**config.mk**
```make
export PLATFORM = sky130hd
export DESIGN_NAME = weighted_zone_selector
export DESIGN_NICKNAME = d
export VERILOG_FILES = /design/src/wzs_pkg.sv /design/src/weighted_zone_selector.sv
export SDC_FILE = /design/constraint.sdc
export NUM_CORES = 1
export LEC_CHECK = 0
export BUFFER_PORTS_ARGS = -buffer_cell sky130_fd_sc_hd__buf_4
export CAP_MARGIN = 20
export CELL_PAD_IN_SITES_DETAIL_PLACEMENT = 0
export CELL_PAD_IN_SITES_GLOBAL_PLACEMENT = 1
export CORE_ASPECT_RATIO = 0.5
export CORE_MARGIN = 2
export CORE_UTILIZATION = 55
export DETAILED_ROUTE_END_ITERATION = 8
export PLACE_DENSITY = 0.93
export SYNTH_ARGS = -nofsm -noshare
export SYNTH_HDL_FRONTEND = slang
export SYNTH_SLANG_ARGS = --single-unit
```
**constraint.sdc**
```tcl
create_clock -name clk -period 8.3 [get_ports clk]
set_input_delay 1.66 -clock clk [delete_from_list [all_inputs] [get_ports clk]]
set_output_delay 1.66 -clock clk [all_outputs]
set_load 0.01 [all_outputs]
```
**src/wzs_pkg.sv**
```systemverilog
// Shared widths and constants for the weighted zone selector.
package wzs_pkg;

	localparam int COUNT_W      = 16;
	localparam int WEIGHT_W     = 16;
	localparam int MASK_W       = 4;
	localparam int ZONE_INDEX_W = 2;
	localparam int CFG_INDEX_W  = 4;
	localparam int DIV_STEP_W   = 4;

	localparam logic [COUNT_W-1:0]    COUNT_MAX    = '1;
	localparam logic [WEIGHT_W-1:0]   WEIGHT_RESET = WEIGHT_W'(1);
	localparam logic [DIV_STEP_W-1:0] DIV_LAST     = DIV_STEP_W'(WEIGHT_W - 1);

endpackage

```
**src/weighted_zone_selector.sv**
```systemverilog
// Weighted zone selector: sequential zone scan with one shared restoring divider.
// The scan visits each zone in turn; for each eligible zone with nonzero count it runs a
// divider pass and then a compare state (ST_UPDATE) before moving on.
// An eligible zone with zero count ends the scan early, done following its own scan cycle.
// One word at a time: busy stays high until done; done lasts one cycle, no stall.
// Reset clears all use counts and sets every weight to one.
module weighted_zone_selector #(
	parameter int ZONES = 4
) (
	input  logic                                clk,
	input  logic                                arst_n,
	input  logic                                start,
	output logic                                busy,
	input  logic [wzs_pkg::MASK_W-1:0]          present_mask,
	output logic                                done,
	output logic                                zone_found,
	output logic [wzs_pkg::ZONE_INDEX_W-1:0]    zone_index,
	output logic                                counts_cleared,
	input  logic                                cfg_valid,
	output logic                                cfg_ready,
	input  logic [wzs_pkg::CFG_INDEX_W-1:0]     cfg_index,
	input  logic [wzs_pkg::WEIGHT_W-1:0]        cfg_data
);

	localparam int IDX_W  = (ZONES > 1) ? $clog2(ZONES) : 1;
	localparam int SCAN_W = $clog2(ZONES + 1);
	localparam logic [SCAN_W-1:0] SCAN_END = SCAN_W'(ZONES);

	typedef enum logic [1:0] {
		ST_IDLE,
		ST_SCAN,
		ST_DIV,
		ST_UPDATE
	} state_t;

	state_t                                state_q;
	logic [wzs_pkg::WEIGHT_W-1:0]          weight_q [ZONES];
	logic [wzs_pkg::COUNT_W-1:0]           count_q  [ZONES];
	logic [wzs_pkg::MASK_W-1:0]            mask_q;
	logic [SCAN_W-1:0]                     scan_q;
	logic                                  have_best_q;
	logic                                  have_least_q;
	logic [IDX_W-1:0]                      best_q;
	logic [IDX_W-1:0]                      least_q;
	logic [wzs_pkg::WEIGHT_W-1:0]          best_quo_q;
	logic [wzs_pkg::WEIGHT_W-1:0]          least_quo_q;
	logic [wzs_pkg::COUNT_W-1:0]           best_cnt_q;
	logic [wzs_pkg::COUNT_W-1:0]           divisor_q;
	logic [wzs_pkg::COUNT_W-1:0]           rem_q;
	logic [wzs_pkg::WEIGHT_W-1:0]          quo_q;
	logic [wzs_pkg::DIV_STEP_W-1:0]        step_q;
	logic                                  done_q;
	logic                                  found_q;
	logic [wzs_pkg::ZONE_INDEX_W-1:0]      index_q;
	logic                                  cleared_q;

	logic [IDX_W-1:0]                      cur_idx;
	logic [wzs_pkg::COUNT_W:0]             shifted;
	logic [wzs_pkg::COUNT_W:0]             trial;
	logic                                  fits;
	logic [wzs_pkg::COUNT_W-1:0]           cur_cnt;

	assign cur_idx = scan_q[IDX_W-1:0];
	assign cur_cnt = count_q[cur_idx];
	assign shifted = {rem_q, quo_q[wzs_pkg::WEIGHT_W-1]};
	assign trial   = shifted - {1'b0, divisor_q};
	assign fits    = !trial[wzs_pkg::COUNT_W];

	assign busy           = (state_q != ST_IDLE);
	assign cfg_ready      = 1'b1;
	assign done           = done_q;
	assign zone_found     = found_q;
	assign zone_index     = index_q;
	assign counts_cleared = cleared_q;

	always_ff @(posedge clk or negedge arst_n) begin
		if (!arst_n) begin
			state_q      <= ST_IDLE;
			done_q       <= 1'b0;
			have_best_q  <= 1'b0;
			have_least_q <= 1'b0;
			for (int i = 0; i < ZONES; i++) begin
				weight_q[i] <= wzs_pkg::WEIGHT_RESET;
				count_q[i]  <= '0;
			end
		end else begin
			done_q <= 1'b0;
			if (cfg_valid && (cfg_index < wzs_pkg::CFG_INDEX_W'(ZONES))) begin
				weight_q[cfg_index[IDX_W-1:0]] <= cfg_data;
			end
			unique case (state_q)
				ST_IDLE: begin
					if (start) begin
						mask_q       <= present_mask;
						scan_q       <= '0;
						have_best_q  <= 1'b0;
						have_least_q <= 1'b0;
						state_q      <= ST_SCAN;
					end
				end
				ST_SCAN: begin
					if (scan_q == SCAN_END) begin
						// finish: bump the best zone unless saturated, clear all when it is also the least
						done_q    <= 1'b1;
						found_q   <= have_best_q;
						index_q   <= have_best_q ? wzs_pkg::ZONE_INDEX_W'(best_q) : '0;
						cleared_q <= have_best_q && have_least_q && (best_q == least_q);
						if (have_best_q && have_least_q && (best_q == least_q)) begin
							for (int i = 0; i < ZONES; i++) begin
								count_q[i] <= '0;
							end
						end else if (have_best_q && (best_cnt_q != wzs_pkg::COUNT_MAX)) begin
							count_q[best_q] <= best_cnt_q + wzs_pkg::COUNT_W'(1);
						end
						state_q <= ST_IDLE;
					end else if (!mask_q[cur_idx]) begin
						scan_q <= scan_q + SCAN_W'(1);
					end else if (cur_cnt == '0) begin
						count_q[cur_idx] <= wzs_pkg::COUNT_W'(1);
						done_q           <= 1'b1;
						found_q          <= 1'b1;
						index_q          <= wzs_pkg::ZONE_INDEX_W'(cur_idx);
						cleared_q        <= 1'b0;
						state_q          <= ST_IDLE;
					end else begin
						divisor_q <= cur_cnt;
						quo_q     <= weight_q[cur_idx];
						rem_q     <= '0;
						step_q    <= '0;
						state_q   <= ST_DIV;
					end
				end
				ST_DIV: begin
					rem_q  <= fits ? trial[wzs_pkg::COUNT_W-1:0] : shifted[wzs_pkg::COUNT_W-1:0];
					quo_q  <= {quo_q[wzs_pkg::WEIGHT_W-2:0], fits};
					step_q <= step_q + wzs_pkg::DIV_STEP_W'(1);
					if (step_q == wzs_pkg::DIV_LAST) begin
						state_q <= ST_UPDATE;
					end
				end
				ST_UPDATE: begin
					if (!have_best_q) begin
						have_best_q <= 1'b1;
						best_q      <= cur_idx;
						best_quo_q  <= quo_q;
						best_cnt_q  <= divisor_q;
					end else begin
						if (quo_q > best_quo_q) begin
							best_q     <= cur_idx;
							best_quo_q <= quo_q;
							best_cnt_q <= divisor_q;
						end
						if (!have_least_q || (quo_q < least_quo_q)) begin
							have_least_q <= 1'b1;
							least_q      <= cur_idx;
							least_quo_q  <= quo_q;
						end
					end
					scan_q  <= scan_q + SCAN_W'(1);
					state_q <= ST_SCAN;
				end
				default: state_q <= ST_IDLE;
			endcase
		end
	end

endmodule
```
==> impl_metrics.csv, run 1 <==
group,metric,value,unit
sta,slew_viol_final,0,
logic_synthesis,postSynth.asyncResetShare,53.6,%
floorplan,placement_rows,38,
route,detail_routed_via_count_per_cell,6.31,
cells_and_area,post_route_cells_drive_above_1_share,18.7,%
pwr,switching_power,1610,uW
pwr,power_frac_comb,35.2,%
floorplan,die_height,110,microns
clock_tree,cts.reportedPaths.clkPinSlew,70,ps
route,detail_route.wl_per_cell,21.2,microns
pwr,internal_power,3000,uW
cells_and_area,antenna_cells,0,
logic_synthesis,synth-main-ff-cell,"sky130_fd_sc_hd__dfrtp_1",
clock_tree,holdBufCountCts,0,
cells_and_area,finalCoreUtilization,62.3,%
placed_design,hpwl,18800,microns
pwr,maximum_vdd_drop,0.204,mV
floorplan,die_w,216,microns
global_route,grt_first_pass_wirelength,43500,microns
cells_and_area,area.growth.synth_to_final,10.5,%
global_route,grt_start_max_net_pins,73,
sta,worstMarginPinSlew,1050,ps
worst_setup_path,crit_required,8690,ps
sta,hold_violations,0,
logic_synthesis,synth.lib_cells_used.distinct,61,
pwr,switching_share,34.8,%
route,dr_vias,8210,
logic_synthesis,top_area_cell_type_share_of_the_netlist_area,28.0,%
sta,rsz0062_at_grt,"false",
sta,finClkSkew,13.9,ps
floorplan,initial_core_util,56.4,%
route,drt.antenna.violating_nets,0,
clock_tree,post-cts-setup-buffers,0,
clock_tree,clk_root_buffer_cell,"sky130_fd_sc_hd__clkbuf_16",
route,drt_wl_total,27600,microns
pwr,p_leak,0.00569,uW
worst_setup_path,start_kind,"flop",
sta,finalCriticalPeriod,4110,ps
sta,setup-violations-final,0,
cells_and_area,fillerInstances,1595,
logic_synthesis,synth_area,12300,sq um
logic_synthesis,synth_seq_cells,248,
cells_and_area,fin_nets,1072,
route,detail_route.drc_violations,0,
clock_tree,postCtsResizedCells,0,
pwr,power.clock.fraction,22.3,%
route,initialDrtViolationCount,714,
global_route,globalRouteOverflowTotal,0,
floorplan,io_pins,35,
logic_synthesis,synth_cells,954,
sta,timing.max_slew.rel_slack,30.1,%
logic_synthesis,seq_total_area_yosys,55.1,%
clock_tree,cts_tree,"built",
run,max_cap_viol_count,0,
global_route,first_global_vias,8361,
global_route,global_route.usage.total,23.5,%
logic_synthesis,yosysWarningCount,0,
pwr,power_density,339,nW/um^2
logic_synthesis,ys_top_cells_by_area,"sky130_fd_sc_hd__edfxtp_1 28%, sky130_fd_sc_hd__dfrtp_1 26%, sky130_fd_sc_hd__mux2_2 6.1%",
clock_tree,numClockSinks,248,
floorplan,design.die.area,23700,sq um
global_route,antenna_found_initial,0,
clock_tree,cts.path.max_buffers,3,
worst_setup_path,timing.critical_path.fanout_max,21,
logic_synthesis,average_size_of_a_mapped_cell,12.9,sq um
floorplan,core_region_area,21800,sq um
worst_setup_path,timing.setup.critical_path_class,"flop to flop",
placed_design,place.gp.congestion,0.866,
placed_design,port-buffer-count,33,
sta,fin_hold_ws,457,ps
worst_setup_path,worst_ep_arrival_time,4500,ps
clock_tree,h-tree-depth,1,
pwr,power.sequential.fraction,42.5,%
worst_setup_path,timing.critical_path.to_type,"flop",
logic_synthesis,yosys.area.top_type,"sky130_fd_sc_hd__edfxtp_1",
sta,final.setup.tns,0,ps
logic_synthesis,synth-edff-count,115,
hold_path,hold_class,"flop to flop",
outcome,result_of_the_run,"finished, final reports clean",
route,dr.pass1.iters,5,
logic_synthesis,syn-num-nets,1041,
clock_tree,worstSkewPairLatency,520,ps
clock_tree,cts_buffers,23,
sta,fin_crit_sh,49.5,%
sta,fmax,0.243,GHz
## worst paths after layout
path / startpoint / to / slack [ps] / cells after the start
setup / recovery: scan_q[1]$_SDFFCE_PN0P_ / count_q[13]$_DFFE_PN0P_ / 4190 / 7
min in group asynchronous: arst_n / count_q[63]$_DFFE_PN0P_ / 1150 / 1
setup reg to reg: scan_q[1]$_SDFFCE_PN0P_ / count_q[13]$_DFFE_PN0P_ / 4190 / 7
max in group asynchronous: arst_n / weight_q[15]$_DFFE_PN0P_ / 5770 / 2
hold / removal: divisor_q[11]$_DFFE_PP_ / best_cnt_q[11]$_DFFE_PP_ / 460 / 0
hold reg to reg: divisor_q[11]$_DFFE_PP_ / best_cnt_q[11]$_DFFE_PP_ / 460 / 0
## metrics by stage
| step | setup slack (ps) | cells | power, uW | instance area, sq um |
|---|---|---|---|---|
| after floorplan | 2670 | 954 | 3120 | 12300 |
| after global placement | 4150 | 1257 | 3480 | 12900 |
| after detailed placement | 4020 | 1258 | 3570 | 12900 |
| after CTS | 4320 | 1300 | 4610 | 13600 |
| after global routing | 4060 | 1302 | 4860 | 13600 |
| final | 4190 | 1302 | 4610 | 13600 |
## layout by cell type, fill, tap and decap left out, types with 4 or more instances in the layout
cell                        instances
sky130_fd_sc_hd__clkbuf_16         23
sky130_fd_sc_hd__a211oi_1           4
sky130_fd_sc_hd__nor2b_1           15
sky130_fd_sc_hd__a22o_1            16
sky130_fd_sc_hd__and2_1             5
sky130_fd_sc_hd__o221ai_1           6
sky130_fd_sc_hd__mux4_1             6
sky130_fd_sc_hd__dfstp_2            4
sky130_fd_sc_hd__nand4_1           13
sky130_fd_sc_hd__a31oi_1            5
sky130_fd_sc_hd__or3_1              6
sky130_fd_sc_hd__nor3_1             9
sky130_fd_sc_hd__mux2i_1           18
sky130_fd_sc_hd__o21ai_0           34
sky130_fd_sc_hd__nand3_1           22
sky130_fd_sc_hd__or4_1              5
sky130_fd_sc_hd__mux2_2            67
sky130_fd_sc_hd__ha_1              58
sky130_fd_sc_hd__o2111ai_1          7
sky130_fd_sc_hd__buf_4             43
sky130_fd_sc_hd__and3_1             6
sky130_fd_sc_hd__dfrtp_1          129
sky130_fd_sc_hd__a21o_1            11
sky130_fd_sc_hd__nand2b_1           9
sky130_fd_sc_hd__a21oi_1           22
sky130_fd_sc_hd__xnor2_1           13
sky130_fd_sc_hd__o21a_1             5
sky130_fd_sc_hd__a32o_1            45
sky130_fd_sc_hd__mux4_2            27
sky130_fd_sc_hd__xor2_1             8
sky130_fd_sc_hd__clkbuf_1           8
sky130_fd_sc_hd__edfxtp_1         115
sky130_fd_sc_hd__inv_1             61
sky130_fd_sc_hd__nand2_1           88
sky130_fd_sc_hd__nor2_1            33
## state kept, by name, indices dropped and copies added, names as in the netlist, 3 cells and up
| register | flops |
|---|---|
| rem_q | 16 |
| quo_q | 16 |
| least_quo_q | 16 |
| best_quo_q | 16 |
| divisor_q | 16 |
| step_q | 4 |
| weight_q | 64 |
| scan_q | 3 |
| count_q | 64 |
| mask_q | 4 |
| best_cnt_q | 16 |
## synth_stat cells (all sizes together), types with 5 or more instances
master / count
dfrtp: 129
edfxtp: 115
nand2: 88
mux2: 67
inv: 61
ha: 58
a32o: 45
o21ai: 35
nor2: 34
mux4: 33
a21oi: 22
clkbuf: 22
nand3: 22
buf: 18
mux2i: 18
a22o: 16
nor2b: 15
nand4: 13
xnor2: 13
a21o: 11
nor3: 11
nand2b: 9
xor2: 9
o2111ai: 7
and3: 6
o221ai: 6
or3: 6
a31oi: 5
and2: 5
o21a: 5
or4: 5
## cell families after synthesis
group | after synthesis | synth area share [%]
xor+xnor | 22 | 1.56
fa+ha+maj | 59 | 6.05
simple gates | 229 | 9.02
other cells | 1 | 0.0304
flops | 248 | 55.1
buf+inv | 101 | 3.51
compound gates | 176 | 10.9
mux | 118 | 13.8
## worst max-delay path, stage by stage (launching register included)
cell and delay [ps]:
sky130_fd_sc_hd__edfxtp_1 950, sky130_fd_sc_hd__buf_4 470, sky130_fd_sc_hd__mux4_1 370, sky130_fd_sc_hd__or4_1 550, sky130_fd_sc_hd__nor2_1 140, sky130_fd_sc_hd__and3_1 300
sky130_fd_sc_hd__nand3_1 660, sky130_fd_sc_hd__a32o_1 520
## power groups by stage
| stage | Sequential (uW) | Combinational [uW] | Clock [uW] |
|---|---|---|---|
| floorplan | 1870 | 1250 | 0 |
| global placement | 1950 | 1530 | 0 |
| detailed placement | 1970 | 1600 | 0 |
| CTS | 1950 | 1610 | 1040 |
| global route | 1990 | 1780 | 1090 |
| finish | 1960 | 1620 | 1030 |
## final cells by class
type | count | area, sq um | area share [%]
repair buffers | 46 | 357 | 2.62
inverters | 61 | 229 | 1.68
flip-flops and latches | 248 | 6790 | 49.9
clock inverters | 8 | 77.6 | 0.570
clock buffers | 34 | 647 | 4.75
multi-input cells | 605 | 5130 | 37.7
well taps | 300 | 375 | 2.76
## layer usage
metal  share of wire (%)  track usage [%]  routed length (microns)
met5                   0                0                        0
met4                 2.7             7.78                      756
met3                 6.5             4.54                     1800
met2                  49             41.5                    13500
met1                  42             29.7                    11500
No activity file was read; power rests on OpenSTA's default activity.
==> inputs of run 2 (changes only) <==
- CORE_UTILIZATION: 55 -> 47
- PLACE_DENSITY: 0.93 -> 0.85
- clock period: 8.3 -> 3.6 ns (I/O delays scaled with it)
==> run 2 against run 1 <==
Against the previous run: core utilization decreased by 8.0 points; global-route usage fell by 3.5 points; sequential power grew 130%; clock skew decreased by 1.4 ps; routed wire length decreased by 0.81%; total power rose by 130%; count of clock-buffer cells in the layout increased by 4; cell area grew 1.8%; via count down 1.6%; non-clock buffer count is 16 higher; critical endpoint is now divisor_q[10]$_DFFE_PP_.
==> impl_metrics.csv, run 2 (synthesis results as in run 1) <==
group,metric,value,unit
outcome,result_of_the_run,"finished, final reports clean",
sta,finalCriticalPeriod,3200,ps
route,drt_wl_total,27400,microns
clock_tree,worstSkewPairLatency,510,ps
route,highest_layer,"met4",
worst_setup_path,cpMaxStageDelayCell,"sky130_fd_sc_hd__mux4_1",
floorplan,core_region_area,25500,sq um
sta,fmax,0.313,GHz
route,met1Wirelength,11900,microns
clock_tree,clk_root_buffer_cell,"sky130_fd_sc_hd__clkbuf_16",
cells_and_area,fin_nets,1089,
worst_setup_path,timing.critical_path.fanout_max,28,
cells_and_area,post_route_cells_drive_above_1_share,20.1,%
sta,slew_viol_final,0,
floorplan,initial_core_util,48.3,%
floorplan,placement_rows,41,
global_route,grt_start_max_net_pins,76,
cells_and_area,fin_area,13800,sq um
global_route,globalRouteOverflowTotal,0,
clock_tree,cts.reportedPaths.clkPinSlew,60,ps
clock_tree,numClockSinks,248,
worst_setup_path,worst_ep_arrival_time,3360,ps
pwr,maximum_vdd_drop,0.347,mV
sta,rsz0062_at_grt,"false",
cells_and_area,largestRegisters,"count_q (64), weight_q (64)",
placed_design,port-buffer-count,33,
worst_setup_path,critical_path.reg2reg.startpoint,"scan_q[0]$_SDFFCE_PN0P_",
floorplan,die_height,118,microns
clock_tree,postCtsResizedCells,0,
worst_setup_path,crit_required,3760,ps
hold_path,worstHoldStart,"present_mask[2]",
sta,hold_violations,0,
worst_setup_path,ff2ff_setup_slack,400,ps
worst_setup_path,timing.setup.critical_path_class,"flop to flop",
pwr,power_density,776,nW/um^2
sta,fin_crit_sh,88.8,%
run,max_cap_viol_count,0,
route,detail_route.wl_per_cell,20.1,microns
route,initialDrtViolationCount,656,
worst_setup_path,timing.critical_path.to_type,"flop",
worst_setup_path,timing.rr.end,"divisor_q[10]$_DFFE_PP_",
hold_path,worstHoldPathCells,1,
worst_setup_path,critical-path-max-stage-delay,620,ps
worst_setup_path,reg2regPathDepth,7,
placed_design,post_dp_cell_area,13100,sq um
route,routed-wl-met2,13600,microns
floorplan,design.die.area,27600,sq um
sta,final.setup.tns,0,ps
cells_and_area,antenna_cells,0,
cells_and_area,layout.cells.most_common_list,"129 x sky130_fd_sc_hd__dfrtp_1, 115 x sky130_fd_sc_hd__edfxtp_1, 88 x sky130_fd_sc_hd__nand2_1",
route,drt.antenna.violating_nets,0,
hold_path,worst_hold_path.endpoint,"mask_q[2]$_DFFE_PP_",
hold_path,hold_class,"input pin to flop",
cells_and_area,finalCoreUtilization,54.3,%
floorplan,die_w,233,microns
cells_and_area,area.growth.synth_to_final,12.4,%
route,detail_route.drc_violations,0,
route,dr_wl_met3,1290,microns
route,detail_routed_via_count_per_cell,5.92,
clock_tree,h-tree-depth,1,
cells_and_area,fillerInstances,2090,
global_route,grt_first_pass_wirelength,43600,microns
clock_tree,holdBufCountCts,0,
sta,finClkSkew,12.5,ps
worst_setup_path,start_kind,"flop",
global_route,antenna_found_initial,0,
route,dr_vias,8080,
sta,timing.max_slew.rel_slack,39.3,%
global_route,global_route.usage.total,19.9,%
global_route,first_global_vias,8218,
placed_design,place.gp.congestion,0.898,
pwr,p_leak,0.00580,uW
clock_tree,cts.path.max_buffers,3,
clock_tree,cts_tree,"built",
route,dr.pass1.iters,7,
clock_tree,post-cts-setup-buffers,0,
sta,worstMarginPinSlew,911,ps
floorplan,io_pins,35,
clock_tree,cts_buffers,24,
worst_setup_path,crit_chain,"buf_12 -> mux4_1 -> or4_1 -> nor2_1 -> and3_1 -> nor2_1 -> and3_1",
sta,setup-violations-final,0,
placed_design,hpwl,18800,microns
cells_and_area,layout.cells.most_common,"sky130_fd_sc_hd__dfrtp_1",
run 2: power breakdown:
group          switching (uW)  total (uW)  internal, uW
logic                    2120        3870          1760
registers                 512        4460          3950
clock network            1040        2410          1370
run 2: worst max-delay path: cells and delay by family (launching register included):
kind                   cells  cell delay (ps)
buffers and inverters      1              270
DFF                        1              420
muxes                      1              620
and+or+nand+nor            5             1520
run 2: final cells by class:
class / instances / area, sq um / share of cell area (%)
tap: 344 / 430 / 3.11
clock buffer: 38 / 718 / 5.19
sequential: 248 / 6790 / 49.0
clock inverter: 6 / 35.0 / 0.253
timing repair buffer: 62 / 518 / 3.74
inverter: 61 / 229 / 1.65
multi-input combinational: 605 / 5130 / 37.0
run 2: worst max-delay path by stage:
stage                                       start                 endpoint  slack (ps)  cells after the start
final                     scan_q[0]$_SDFFCE_PN0P_  divisor_q[10]$_DFFE_PP_         400                      7
after global routing      scan_q[0]$_SDFFCE_PN0P_  divisor_q[15]$_DFFE_PP_         230                      7
after CTS                 scan_q[0]$_SDFFCE_PN0P_  divisor_q[15]$_DFFE_PP_         410                      7
after detailed placement  scan_q[0]$_SDFFCE_PN0P_  divisor_q[11]$_DFFE_PP_         420                      7
after global placement    scan_q[0]$_SDFFCE_PN0P_  count_q[60]$_DFFE_PN0P_         510                      7
after floorplan           scan_q[1]$_SDFFCE_PN0P_       quo_q[0]$_DFFE_PP_         130                     10
run 2: routing by layer:
| metal | vias up | global-route usage, % |
|---|---|---|
| li1 | 3716 | - |
| met1 | 4083 | 26.2 |
| met5 | - | 0 |
| met2 | 229 | 34.7 |
| met3 | 52 | 2.80 |
| met4 | 0 | 5.57 |
run 2: stage by stage:
stage | hold WS, ps | setup WS (ps) | total power [uW] | cells
2_1_floorplan | 424 | 126 | 7190 | 954
3_3_place_gp | 477 | 512 | 8180 | 1317
3_5_place_dp | 473 | 417 | 8350 | 1317
4_1_cts | 373 | 414 | 10800 | 1361
5_1_grt | 366 | 231 | 11400 | 1364
6_report | 386 | 402 | 10700 | 1364
